$ cat config.mk
export PLATFORM = sky130hd
export DESIGN_NAME = hold_to_run_remote_with_timeout
export DESIGN_NICKNAME = d
export VERILOG_FILES = /design/src/design/hrr_pkg.sv /design/src/design/hold_to_run_remote_with_timeout.sv /design/src/design/hrr_csr.sv /design/src/design/hrr_core.sv
export VERILOG_INCLUDE_DIRS = /design/src /design/src/design
export SDC_FILE = /design/constraint.sdc
export NUM_CORES = 1
export LEC_CHECK = 0
export ABC_AREA = 1
export ABC_CLOCK_PERIOD_IN_PS = 7700
export BUFFER_PORTS_ARGS = -buffer_cell sky130_fd_sc_hd__buf_4
export CAP_MARGIN = 20
export CORE_AREA = 5 5 123 136
export CTS_BUF_LIST = sky130_fd_sc_hd__clkbuf_2
export DETAILED_ROUTE_END_ITERATION = 10
export DIE_AREA = 0 0 128 141
export PLACE_DENSITY = 0.74
export SYNTH_ARGS = -nofsm -noshare
export SYNTH_HDL_FRONTEND = slang
export SYNTH_SLANG_ARGS = --single-unit
$ cat constraint.sdc
create_clock -name clock -period 7.7 [get_ports clock]
set_clock_uncertainty 0.15 [all_clocks]
set_input_delay 1.155 -clock clock [delete_from_list [all_inputs] [get_ports clock]]
set_output_delay 1.155 -clock clock [all_outputs]
set_load 0.1 [all_outputs]
$ cat src/design/hold_to_run_remote_with_timeout_defines.svh
// ---------------------------------------------------------------------------
// Hold-to-run remote: assertion macros
// Assertion helpers that disappear when the design is built for synthesis.
// ---------------------------------------------------------------------------
`ifndef HOLD_TO_RUN_REMOTE_WITH_TIMEOUT_DEFINES_SVH
`define HOLD_TO_RUN_REMOTE_WITH_TIMEOUT_DEFINES_SVH

`ifndef SYNTHESIS
// The consequent must hold in the same cycle as the antecedent.
`define HRR_ASSERT_SAME(label, clk, rst, ante, cons) \
   label: assert property (@(posedge clk) disable iff (rst) (ante) |-> (cons)) \
      else $error("assertion failed");
// The consequent must hold in the cycle after the antecedent.
`define HRR_ASSERT_NEXT(label, clk, rst, ante, cons) \
   label: assert property (@(posedge clk) disable iff (rst) (ante) |=> (cons)) \
      else $error("assertion failed");
`else
`define HRR_ASSERT_SAME(label, clk, rst, ante, cons)
`define HRR_ASSERT_NEXT(label, clk, rst, ante, cons)
`endif

`endif

$ cat src/design/hrr_pkg.sv
// ---------------------------------------------------------------------------
// Hold-to-run remote package
// Shared types, register indexes and reset values.
// ---------------------------------------------------------------------------
`default_nettype none

package hrr_pkg;

   localparam logic [13:0] PRESS_MAX = 14'd9999;

   // Encodings of the idle seconds counter when it is not positive, and its first armed value.
   localparam logic [7:0] IDLE_OFF      = 8'h00;
   localparam logic [7:0] IDLE_WAIT_OFF = 8'hFF;
   localparam logic [7:0] IDLE_ARMING   = 8'hFE;
   localparam logic [7:0] IDLE_FIRST    = 8'h01;

   localparam logic [9:0]  DEBOUNCE_RESET = 10'd50;
   localparam logic [13:0] OFF_HOLD_RESET = 14'd1000;
   localparam logic [15:0] TPS_RESET      = 16'd1000;
   localparam logic [15:0] HALF_RESET     = 16'd500;
   localparam logic [6:0]  ON_SEC_RESET   = 7'd60;
   localparam logic [6:0]  WARN_SEC_RESET = 7'd50;

   localparam int unsigned CSR_ADDR_W = 5;

   typedef enum logic [2:0] {
      REG_DEBOUNCE = 3'd0,
      REG_OFF_HOLD = 3'd1,
      REG_TPS      = 3'd2,
      REG_HALF     = 3'd3,
      REG_ON_SEC   = 3'd4,
      REG_WARN_SEC = 3'd5
   } reg_index_type;

   typedef struct packed {
      logic [9:0]  debounce_ticks;
      logic [13:0] off_hold_ticks;
      logic [15:0] ticks_per_second;
      logic [15:0] half_period_ticks;
      logic [6:0]  on_seconds;
      logic [6:0]  warn_seconds;
   } cfg_type;

   typedef struct packed {
      logic on_pressed;
      logic up_pressed;
      logic down_pressed;
   } buttons_type;

   typedef struct packed {
      logic up_drive;
      logic down_drive;
      logic drivers_enabled;
      logic led_lit;
   } outputs_type;

endpackage

`default_nettype wire

$ cat src/design/hold_to_run_remote_with_timeout.sv
// ---------------------------------------------------------------------------
// Hold-to-run remote with idle timeout
// Each request word is one millisecond tick carrying the on, up and down
// button states; each tick yields exactly one response word with the up and
// down motor drives, the driver enable and the status LED.
// Requests are taken into an input register; from there the tick is applied
// to the remote state, and the updated output latches are the response word
// itself. A tick therefore reaches the response channel through the input
// register and then the output latches, and one tick per cycle is sustained
// while the receiver keeps rsp_ready high.
// If the receiver stalls, the response word holds and one further tick may
// wait in the input register; req_ready falls only when both are occupied.
// Reset clears both stages and returns the remote to off with the LED lit
// for the boot flash. The timing settings sit in an APB-style register file
// (six 32-bit registers at byte addresses 0 to 20) and return to their
// defaults on reset; they are meant to be written while no tick is in flight.
// ---------------------------------------------------------------------------
`default_nettype none
`include "hold_to_run_remote_with_timeout_defines.svh"

module hold_to_run_remote_with_timeout (
   input  wire logic                           clock,
   input  wire logic                           reset,
   // Request channel
   input  wire logic                           req_valid,
   output logic                                req_ready,
   input  wire logic                           req_on_pressed,
   input  wire logic                           req_up_pressed,
   input  wire logic                           req_down_pressed,
   // Response channel
   output logic                                rsp_valid,
   input  wire logic                           rsp_ready,
   output logic                                rsp_up_drive,
   output logic                                rsp_down_drive,
   output logic                                rsp_drivers_enabled,
   output logic                                rsp_led_lit,
   // Configuration port
   input  wire logic                           csr_psel,
   input  wire logic                           csr_penable,
   input  wire logic                           csr_pwrite,
   input  wire logic [hrr_pkg::CSR_ADDR_W-1:0] csr_paddr,
   input  wire logic [31:0]                    csr_pwdata,
   output logic      [31:0]                    csr_prdata,
   output logic                                csr_pready
);
   import hrr_pkg::*;

   cfg_type     cfg;
   outputs_type latches;

   // Input register holding one accepted tick.
   logic        in_valid_ff, in_valid_in;
   buttons_type in_btn_ff;
   // Response word occupancy; the payload is the core's latch state.
   logic        rsp_valid_ff, rsp_valid_in;
   // The held tick is applied when the response slot is free or being freed.
   logic        step;
   logic        req_take;

   assign step      = in_valid_ff && (!rsp_valid_ff || rsp_ready);
   assign req_ready = !in_valid_ff || step;
   assign req_take  = req_valid && req_ready;

   always_comb begin
      in_valid_in = in_valid_ff;
      if (req_take) begin
         in_valid_in = 1'b1;
      end else if (step) begin
         in_valid_in = 1'b0;
      end

      rsp_valid_in = rsp_valid_ff;
      if (step) begin
         rsp_valid_in = 1'b1;
      end else if (rsp_ready) begin
         rsp_valid_in = 1'b0;
      end
   end

   always_ff @(posedge clock) begin
      if (reset) begin
         in_valid_ff  <= 1'b0;
         rsp_valid_ff <= 1'b0;
      end else begin
         in_valid_ff  <= in_valid_in;
         rsp_valid_ff <= rsp_valid_in;
      end
   end

   always_ff @(posedge clock) begin
      if (req_take) begin
         in_btn_ff.on_pressed   <= req_on_pressed;
         in_btn_ff.up_pressed   <= req_up_pressed;
         in_btn_ff.down_pressed <= req_down_pressed;
      end
   end

   hrr_csr u_csr (
      .clock   (clock),
      .reset   (reset),
      .psel    (csr_psel),
      .penable (csr_penable),
      .pwrite  (csr_pwrite),
      .paddr   (csr_paddr),
      .pwdata  (csr_pwdata),
      .prdata  (csr_prdata),
      .pready  (csr_pready),
      .cfg     (cfg)
   );

   hrr_core u_core (
      .clock   (clock),
      .reset   (reset),
      .step    (step),
      .btn     (in_btn_ff),
      .cfg     (cfg),
      .latches (latches)
   );

   assign rsp_valid           = rsp_valid_ff;
   assign rsp_up_drive        = latches.up_drive;
   assign rsp_down_drive      = latches.down_drive;
   assign rsp_drivers_enabled = latches.drivers_enabled;
   assign rsp_led_lit         = latches.led_lit;

   // A motor is only ever driven while the drivers are enabled.
   `HRR_ASSERT_SAME(a_drive_needs_enable, clock, reset,
      latches.up_drive || latches.down_drive, latches.drivers_enabled)
   // Applying a tick always leaves a response word waiting.
   `HRR_ASSERT_NEXT(a_step_gives_word, clock, reset, step, rsp_valid_ff)
   // A waiting tick is neither lost nor altered while the response is stalled.
   `HRR_ASSERT_NEXT(a_held_tick_kept, clock, reset, in_valid_ff && !step,
      in_valid_ff && $stable(in_btn_ff))

endmodule

`default_nettype wire

$ cat src/design/hrr_csr.sv
// ---------------------------------------------------------------------------
// Hold-to-run remote configuration registers
// APB-style register file holding the six timing settings.
// ---------------------------------------------------------------------------
`default_nettype none

module hrr_csr (
   input  wire logic                           clock,
   input  wire logic                           reset,
   input  wire logic                           psel,
   input  wire logic                           penable,
   input  wire logic                           pwrite,
   input  wire logic [hrr_pkg::CSR_ADDR_W-1:0] paddr,
   input  wire logic [31:0]                    pwdata,
   output logic      [31:0]                    prdata,
   output logic                                pready,
   output hrr_pkg::cfg_type                    cfg
);
   import hrr_pkg::*;

   cfg_type       cfg_ff;
   reg_index_type index;
   logic          wr_en;

   assign index  = reg_index_type'(paddr[CSR_ADDR_W-1:2]);
   assign wr_en  = psel && penable && pwrite;
   assign pready = 1'b1;
   assign cfg    = cfg_ff;

   always_ff @(posedge clock) begin
      if (reset) begin
         cfg_ff.debounce_ticks    <= DEBOUNCE_RESET;
         cfg_ff.off_hold_ticks    <= OFF_HOLD_RESET;
         cfg_ff.ticks_per_second  <= TPS_RESET;
         cfg_ff.half_period_ticks <= HALF_RESET;
         cfg_ff.on_seconds        <= ON_SEC_RESET;
         cfg_ff.warn_seconds      <= WARN_SEC_RESET;
      end else if (wr_en) begin
         case (index)
            REG_DEBOUNCE: cfg_ff.debounce_ticks    <= pwdata[9:0];
            REG_OFF_HOLD: cfg_ff.off_hold_ticks    <= pwdata[13:0];
            REG_TPS:      cfg_ff.ticks_per_second  <= pwdata[15:0];
            REG_HALF:     cfg_ff.half_period_ticks <= pwdata[15:0];
            REG_ON_SEC:   cfg_ff.on_seconds        <= pwdata[6:0];
            REG_WARN_SEC: cfg_ff.warn_seconds      <= pwdata[6:0];
            default: ;
         endcase
      end
   end

   always_comb begin
      case (index)
         REG_DEBOUNCE: prdata = {22'd0, cfg_ff.debounce_ticks};
         REG_OFF_HOLD: prdata = {18'd0, cfg_ff.off_hold_ticks};
         REG_TPS:      prdata = {16'd0, cfg_ff.ticks_per_second};
         REG_HALF:     prdata = {16'd0, cfg_ff.half_period_ticks};
         REG_ON_SEC:   prdata = {25'd0, cfg_ff.on_seconds};
         REG_WARN_SEC: prdata = {25'd0, cfg_ff.warn_seconds};
         default:      prdata = 32'd0;
      endcase
   end

endmodule

`default_nettype wire

$ cat src/design/hrr_core.sv
// ---------------------------------------------------------------------------
// Hold-to-run remote core
// Remote state and the per-tick update; the latches form the result word.
// ---------------------------------------------------------------------------
`default_nettype none

module hrr_core (
   input  wire logic                 clock,
   input  wire logic                 reset,
   input  wire logic                 step,
   input  wire hrr_pkg::buttons_type btn,
   input  wire hrr_pkg::cfg_type     cfg,
   output hrr_pkg::outputs_type      latches
);
   import hrr_pkg::*;

   logic [7:0]  idle_ff, idle_in;
   logic [15:0] tick_ff, tick_in;
   logic [13:0] press_ff, press_in;
   logic        boot_ff, boot_in;
   outputs_type lat_ff, lat_in;

   logic [15:0] tick_next;
   logic [13:0] press_sat;
   logic        any_pressed;
   logic        deb_hit;
   logic [7:0]  idle_mid;
   logic [7:0]  idle_inc;
   logic        led_mid;

   assign latches = lat_ff;

   always_comb begin
      tick_next   = tick_ff + 16'd1;
      press_sat   = (press_ff < PRESS_MAX) ? press_ff + 14'd1 : press_ff;
      any_pressed = btn.up_pressed || btn.down_pressed || btn.on_pressed;
      deb_hit     = 1'b0;
      idle_mid    = idle_ff;
      idle_inc    = idle_ff;
      led_mid     = lat_ff.led_lit;

      idle_in  = idle_ff;
      tick_in  = tick_next;
      press_in = press_ff;
      boot_in  = boot_ff;
      lat_in   = lat_ff;

      if (idle_ff[7] || idle_ff == IDLE_OFF) begin
         // Off, or waiting for the on button to be released.
         lat_in.up_drive        = 1'b0;
         lat_in.down_drive      = 1'b0;
         lat_in.drivers_enabled = 1'b0;
         if (idle_ff[7] && btn.on_pressed) begin
            // Hold until release.
         end else if (idle_ff == IDLE_ARMING) begin
            idle_in                = IDLE_FIRST;
            lat_in.drivers_enabled = 1'b1;
            press_in               = '0;
         end else begin
            idle_in  = IDLE_OFF;
            press_in = (btn.on_pressed && press_ff < PRESS_MAX) ? press_ff + 14'd1 : '0;
            if (press_in > {4'd0, cfg.debounce_ticks}) begin
               boot_in        = 1'b0;
               idle_in        = IDLE_ARMING;
               lat_in.led_lit = 1'b1;
            end else if (boot_ff && tick_next == cfg.half_period_ticks) begin
               lat_in.led_lit = 1'b0;
               boot_in        = 1'b0;
            end else if (!boot_ff) begin
               lat_in.led_lit = 1'b0;
            end
         end
      end else begin
         // Armed.
         press_in = any_pressed ? press_sat : '0;
         deb_hit  = press_in > {4'd0, cfg.debounce_ticks};
         if (deb_hit) begin
            if (btn.up_pressed) begin
               lat_in.up_drive = 1'b1;
            end else if (btn.down_pressed) begin
               lat_in.down_drive = 1'b1;
            end
            idle_mid = IDLE_FIRST;
         end else begin
            lat_in.up_drive   = 1'b0;
            lat_in.down_drive = 1'b0;
         end

         if (deb_hit && btn.on_pressed && press_in > cfg.off_hold_ticks) begin
            // Long press of on: disarm and wait for release.
            idle_in        = IDLE_WAIT_OFF;
            lat_in.led_lit = 1'b0;
         end else begin
            if (tick_next >= cfg.half_period_ticks && idle_mid > {1'b0, cfg.warn_seconds}) begin
               led_mid = 1'b1;
            end
            idle_in        = idle_mid;
            lat_in.led_lit = led_mid;
            if (tick_next >= cfg.ticks_per_second) begin
               // Second boundary.
               tick_in  = '0;
               idle_inc = idle_mid + 8'd1;
               if (idle_inc >= {1'b0, cfg.on_seconds}) begin
                  idle_in        = IDLE_OFF;
                  lat_in.led_lit = 1'b0;
               end else if (idle_inc > {1'b0, cfg.warn_seconds}) begin
                  idle_in        = idle_inc;
                  lat_in.led_lit = 1'b0;
               end else begin
                  idle_in        = idle_inc;
                  lat_in.led_lit = 1'b1;
               end
            end
         end
      end
   end

   always_ff @(posedge clock) begin
      if (reset) begin
         idle_ff                <= IDLE_OFF;
         tick_ff                <= '0;
         press_ff               <= '0;
         boot_ff                <= 1'b1;
         lat_ff.up_drive        <= 1'b0;
         lat_ff.down_drive      <= 1'b0;
         lat_ff.drivers_enabled <= 1'b0;
         lat_ff.led_lit         <= 1'b1;
      end else if (step) begin
         idle_ff  <= idle_in;
         tick_ff  <= tick_in;
         press_ff <= press_in;
         boot_ff  <= boot_in;
         lat_ff   <= lat_in;
      end
   end

endmodule

`default_nettype wire

# After elaboration in Yosys (flattened, before gate mapping)
# Cells that the tools add are included.
# Widths: inputs -> output; s select.
# op_classes
n_mux	42
n_bitwise	2
eq_ne	13
magnitude_cmp	9
reduce_logical	35
n_addsub	3
# op_table
cell	n
$pmux 16 s6	1
$mux 14	6
$mux 8	9
$mux 16	3
$ge 16x16->1	2
$gt 14x10->1	2
$mux 1	20
$reduce_and 2->1	9
$add 16x1->16 const B	1
$eq 16x16->1	1
$gt 8x7->1	2
$add 14x1->14 const B	1
$gt 14x14->1	1
$lt 14x14->1 const B	1
$logic_and 1x1->1	10
$reduce_and 5->1	2
$ne 3x2->1 const B	3
$add 8x1->8 const B	1
$eq 8x8->1 const B	1
$ge 8x7->1	1
$logic_not 8->1	1
$eq 3x2->1 const B	2
$eq 3x3->1 const B	2
$mux 2	3
other kinds (10)	19
# totals
output_inout_bits	39
inputBits	47
register_bits	118
word_cells	123

# Longest topological paths before layout
# logic_depth
ltp_word	13
depth_mapped	47
mapped_depth_nobuf	44

# By module
# Synthesis repeated with hierarchy kept, for this count alone.
# hier_totals
hier_cells	1386
hier_area_um2	9148.8
# by_module_without_submodules
module	instances	area_per_inst_um2	cells_per_inst	seq_area_each_um2
hrr_core	1	5321.4	829	860.8
hrr_csr	1	3646.0	542	1401.3
hold_to_run_remote_with_timeout	1	181.4	15	130.1

# Worst setup path after synthesis
# OpenSTA, ideal clock, no wires.
# synth_path
path_kind	input to output
startpoint	input csr_paddr[3] (netlist name)
endpoint	output csr_prdata[10]
arrival_time_ns	3.887
slack_ns	2.508
stages	4
required_ns	6.395
n_path_buf	1
cell_sequence	nor3_1 -> inv_1 -> clkbuf_1 -> o21ai_0
# synth_between
elab_chain_cells	2
word_cells_on_any_way	7
cone_classes	eq/ne (5); mux (1); reduce/logical (1)
# synth_lines
element	line	source
start, declared	hold_to_run_remote_with_timeout.sv:41	input wire logic [hrr_pkg::CSR_ADDR_W-1:0] csr_paddr,
$eq 3x3->1, or another cell as far along	hrr_csr.sv:52	case (index)
$pmux 16 s6 (*)	hrr_csr.sv:52	
end, declared	hold_to_run_remote_with_timeout.sv:43	output logic [31:0] csr_prdata,
# Mark *: on every way between the ends. The rest lies on a longest branch, timed or not.

# Final worst setup path
# layout_path
startpoint	register u_core.press_ff[1]
endpoint	register u_core.idle_ff[3]
# layout_between
elab_chain_cells	12
word_cells_on_any_way	22
cone_classes	add/sub (2); order compare (5); mux (12); reduce/logical (3)
# layout_lines
element	line	source
start, declared	hrr_core.sv:19	logic [13:0] press_ff, press_in;
start signal, assigned	hrr_core.sv:131	press_ff <= press_in;
$add 14x1->14 or $lt 14x14->1 (tied branches)	hrr_core.sv:35, hrr_core.sv:61	
$mux 14	hrr_core.sv:35	press_sat = (press_ff < PRESS_MAX) ? press_ff + 14'd1 : press_ff;
$mux 14	hrr_core.sv:75	press_in = any_pressed ? press_sat : '0;
$gt 14x10->1	hrr_core.sv:76	deb_hit = press_in > {4'd0, cfg.debounce_ticks};
$mux 8	hrr_core.sv:77	if (deb_hit) begin
$mux 8	hrr_core.sv:48	if (idle_ff[7] || idle_ff == IDLE_OFF) begin
$add 8x1->8	hrr_core.sv:102	idle_inc = idle_mid + 8'd1;
$ge 8x7->1	hrr_core.sv:103	if (idle_inc >= {1'b0, cfg.on_seconds}) begin
$mux 8	hrr_core.sv:103	
$mux 8	hrr_core.sv:99	if (tick_next >= cfg.ticks_per_second) begin
$mux 8	hrr_core.sv:89	if (deb_hit && btn.on_pressed && press_in > cfg.off_hold_ticks) begin
$mux 8 (*)	hrr_core.sv:48	
end signal, assigned	hrr_core.sv:129	idle_ff <= idle_in;
end, declared	hrr_core.sv:17	logic [7:0] idle_ff, idle_in;
# Mark *: on every way between the ends. The rest lies on a longest branch, timed or not. The select of a mux whose other input is x is not followed.
# A chain may end at the register's enable or synchronous reset.

==> results.md <==
* Clock Root Buffer: clkbuf_2
* Synth area leaders: dfxtp_1 (28%), ha_1 (14%), nand2_1 (9.3%)
* FMAX at 0.159 GHz
* Power Total at 1.43 mW
* Core area at 15,400 um^2
* Slowest stage cell, crit path: nor2_2
* Synth Instances at 1,147
* Most frequent cell on the critical path: nand2_1
* Synth cell count leaders: nand2_1 (202), inv_1 (160), a21oi_1 (130), dfxtp_1 (115)
* TritonRoute pass-1 iters at 6
* Worst-Margin Slew at 0.984 ns
* Simple-gate share of the synthesized area at 0.202
* Largest family of logic cells by synthesized area: compound AO/OA/AOI/OAI gates
* TritonCTS clock tree: done
* CP Class: register to register
* Critical Path AT at 6.80 ns
* H-Tree Depth at 4
* DR iter-0 viols at 646
* Vias at 7,834
* # DRC at 0
* Ys flop type: dfxtp_1
* Sequential cell area fraction in the yosys report at 0.294
* Routed WL per cell at 15.9 um
* Crit path launch type: register
* Setup violators final at 0
* Routed Antenna Nets at 0
* Cell Area, Synth at 8140 um^2
* Post-Route Utilization at 0.573
* I/O Buffers at 50
* Nets@finish at 1,321
* Chip height at 141 um
* Status: completed
* Pin count of the biggest net entering global routing at 50
* Finished layout cell area at 8820 um^2
* VDD IR max at 0.143 mV
* CP required at 8.20 ns
* PwrDens at 162 nW/um^2
* Placed inst area at 8580 um^2
* Leakage at 4.17 nW
* Gates resized, CTS repair at 0
* Global route overflow at 0
* Initial core utilization at 0.530
* Die ar. at 18,000 um^2
* Slowest stage delay, CP at 0.61 ns
* EDFF count, synth at 3
* Antenna violations before repair at 1
* Most numerous cell in the Yosys netlist: nand2_1
* Worst relative slew slack at 0.342
* CTS Hold Buffers Added at 0
* Seq cells post-synth at 118
* Ratio of cells with drive above 1 in the final layout at 0.0970
* Hold Crit Class: register to register
* Final hold violations at 0
* Num CTS Buffers at 17
* Sink Count at 118
* Min Tclk post-route at 6.30 ns
* Fin crit share at 0.818
* Synth Area in Compound Gates at 0.228
* Asr flop ratio synth at 0
* Vias in the first global route at 7,273
* Max cap viols at 0
* Core Rows at 48
* Clk slew on worst S/H paths at 0.16 ns
* Final wirelength at 22,200 um
* Avg Inst Size Synth at 7.10 um^2
* CP Capture Type: register
* Worst-Skew Late Latency at 0.73 ns
* Fraction of synthesized area in multiplexers at 0
* Fill cell count at 1,478
* Die width at 128 um
* CP max FO at 21
* DP HPWL at 17,100 um
* DR vias/cell at 5.61
* Setup_tns at 0 ns
* Tot GR Track Use at 0.253
* Unrepaired setup endpoints after global routing: false
* Fraction of synthesized cell area taken by the top area cell type at 0.283
* Max-slew violations at 0
* Placed instance count at 1,365
* Synth unique cells at 47
* Biggest area consumer among synthesized cells: dfxtp_1
* First-pass GRT wire length at 36,600 um
* RD Place Congestion at 0.975
* Synthesis Warnings at 0
* Non-Filler Instances at 1,397
* Postcts setup bufs at 0
* Clock Path Buffers at 2
* # IOs at 86
* Synth-to-Final Area Change at 8.27%
* Area share of fa/ha/maj cells after synthesis at 0.138
* Post-synthesis xor/xnor area fraction at 0.0237
==> state kept, by name (all words and copies together), names as in the netlist <==
signal	cells
u_csr.cfg	70
u_core.press_ff	14
u_core.tick_ff	16
u_core.boot_ff	1
in_btn_ff	3
u_core.latches	4
rsp_valid	1
in_valid_ff	1
u_core.idle_ff	8
==> stage by stage <==
stage / setup slack [ns] / hold slack, ns
2_1_floorplan: 2.51 / 0.289
3_3_place_gp: 1.55 / 0.287
3_5_place_dp: 1.49 / 0.289
4_1_cts: 1.46 / 0.310
5_1_grt: 0.635 / 0.352
6_report: 1.40 / 0.307
==> cells in the final DEF, fill, tap and decap left out, drive strengths merged, types with 16 or more instances in the layout <==
master  instances
nand3          39
a221oi         16
inv           165
clkbuf         19
dfxtp         115
o21ai          92
o211ai         23
buf            56
ha             90
nor2           95
a21oi         131
nor3           17
conb           17
nand2         211
xor2           20
==> path summary, 6_finish.rpt <==
kind / startpoint / endpoint / slack (ns) / depth (start not counted)
worst min register to register: u_core.latches[3] / u_core.latches[3] / 0.31 / 2
worst max-delay path: u_core.press_ff[1] / u_core.idle_ff[3] / 1.40 / 39
worst min-delay path: u_core.latches[3] / u_core.latches[3] / 0.31 / 2
worst max register to register: u_core.press_ff[1] / u_core.idle_ff[3] / 1.40 / 39
==> worst max-delay path: cells and delay by family, from the launching register on <==
| family | cells | cell delay, ns |
|---|---|---|
| compound gates | 7 | 1.22 |
| xor+xnor | 1 | 0.13 |
| fa+ha+maj | 4 | 1.09 |
| buf+inv | 4 | 0.39 |
| flops | 1 | 0.38 |
| simple gates | 23 | 2.88 |
==> where the power goes <==
part / internal (mW) / leakage [nW] / switching [mW]
Sequential: 0.631 / 0.962 / 0.0148
Clock: 0.176 / 0.134 / 0.245
Combinational: 0.0986 / 3.08 / 0.267
==> metal layers <==
| layer | track usage | wire (um) | vias up |
|---|---|---|---|
| met5 | 0 | 0 | - |
| met4 | 0.108 | 767 | 0 |
| met3 | 0.0447 | 1290 | 62 |
| met2 | 0.424 | 10700 | 257 |
| met1 | 0.319 | 9450 | 3580 |
| li1 | - | - | 3935 |
==> logic make-up (layout without fill, tap and decap cells) <==
kind of cell               Yosys count  count (layout)
adders and majority gates           90              90
xor gates and xnor gates            22              22
buffers and inverters              222             256
and+or+nand+nor                    376             376
other                                2              18
DFF                                118             118
AOI/OAI and AO/OA                  317             317
==> area by class of cell <==
cell class	instances	area, um^2	area share
tap	200	250	0.0284
inverter	169	634	0.0720
antenna	1	2.50	0.000284
clock buffer	19	95.1	0.0108
timing repair buffer	56	420	0.0477
clock inverter	12	136	0.0155
sequential	118	2390	0.271
multi-input combinational	822	4880	0.554
Note: power is estimated with default switching activity, not from simulation.
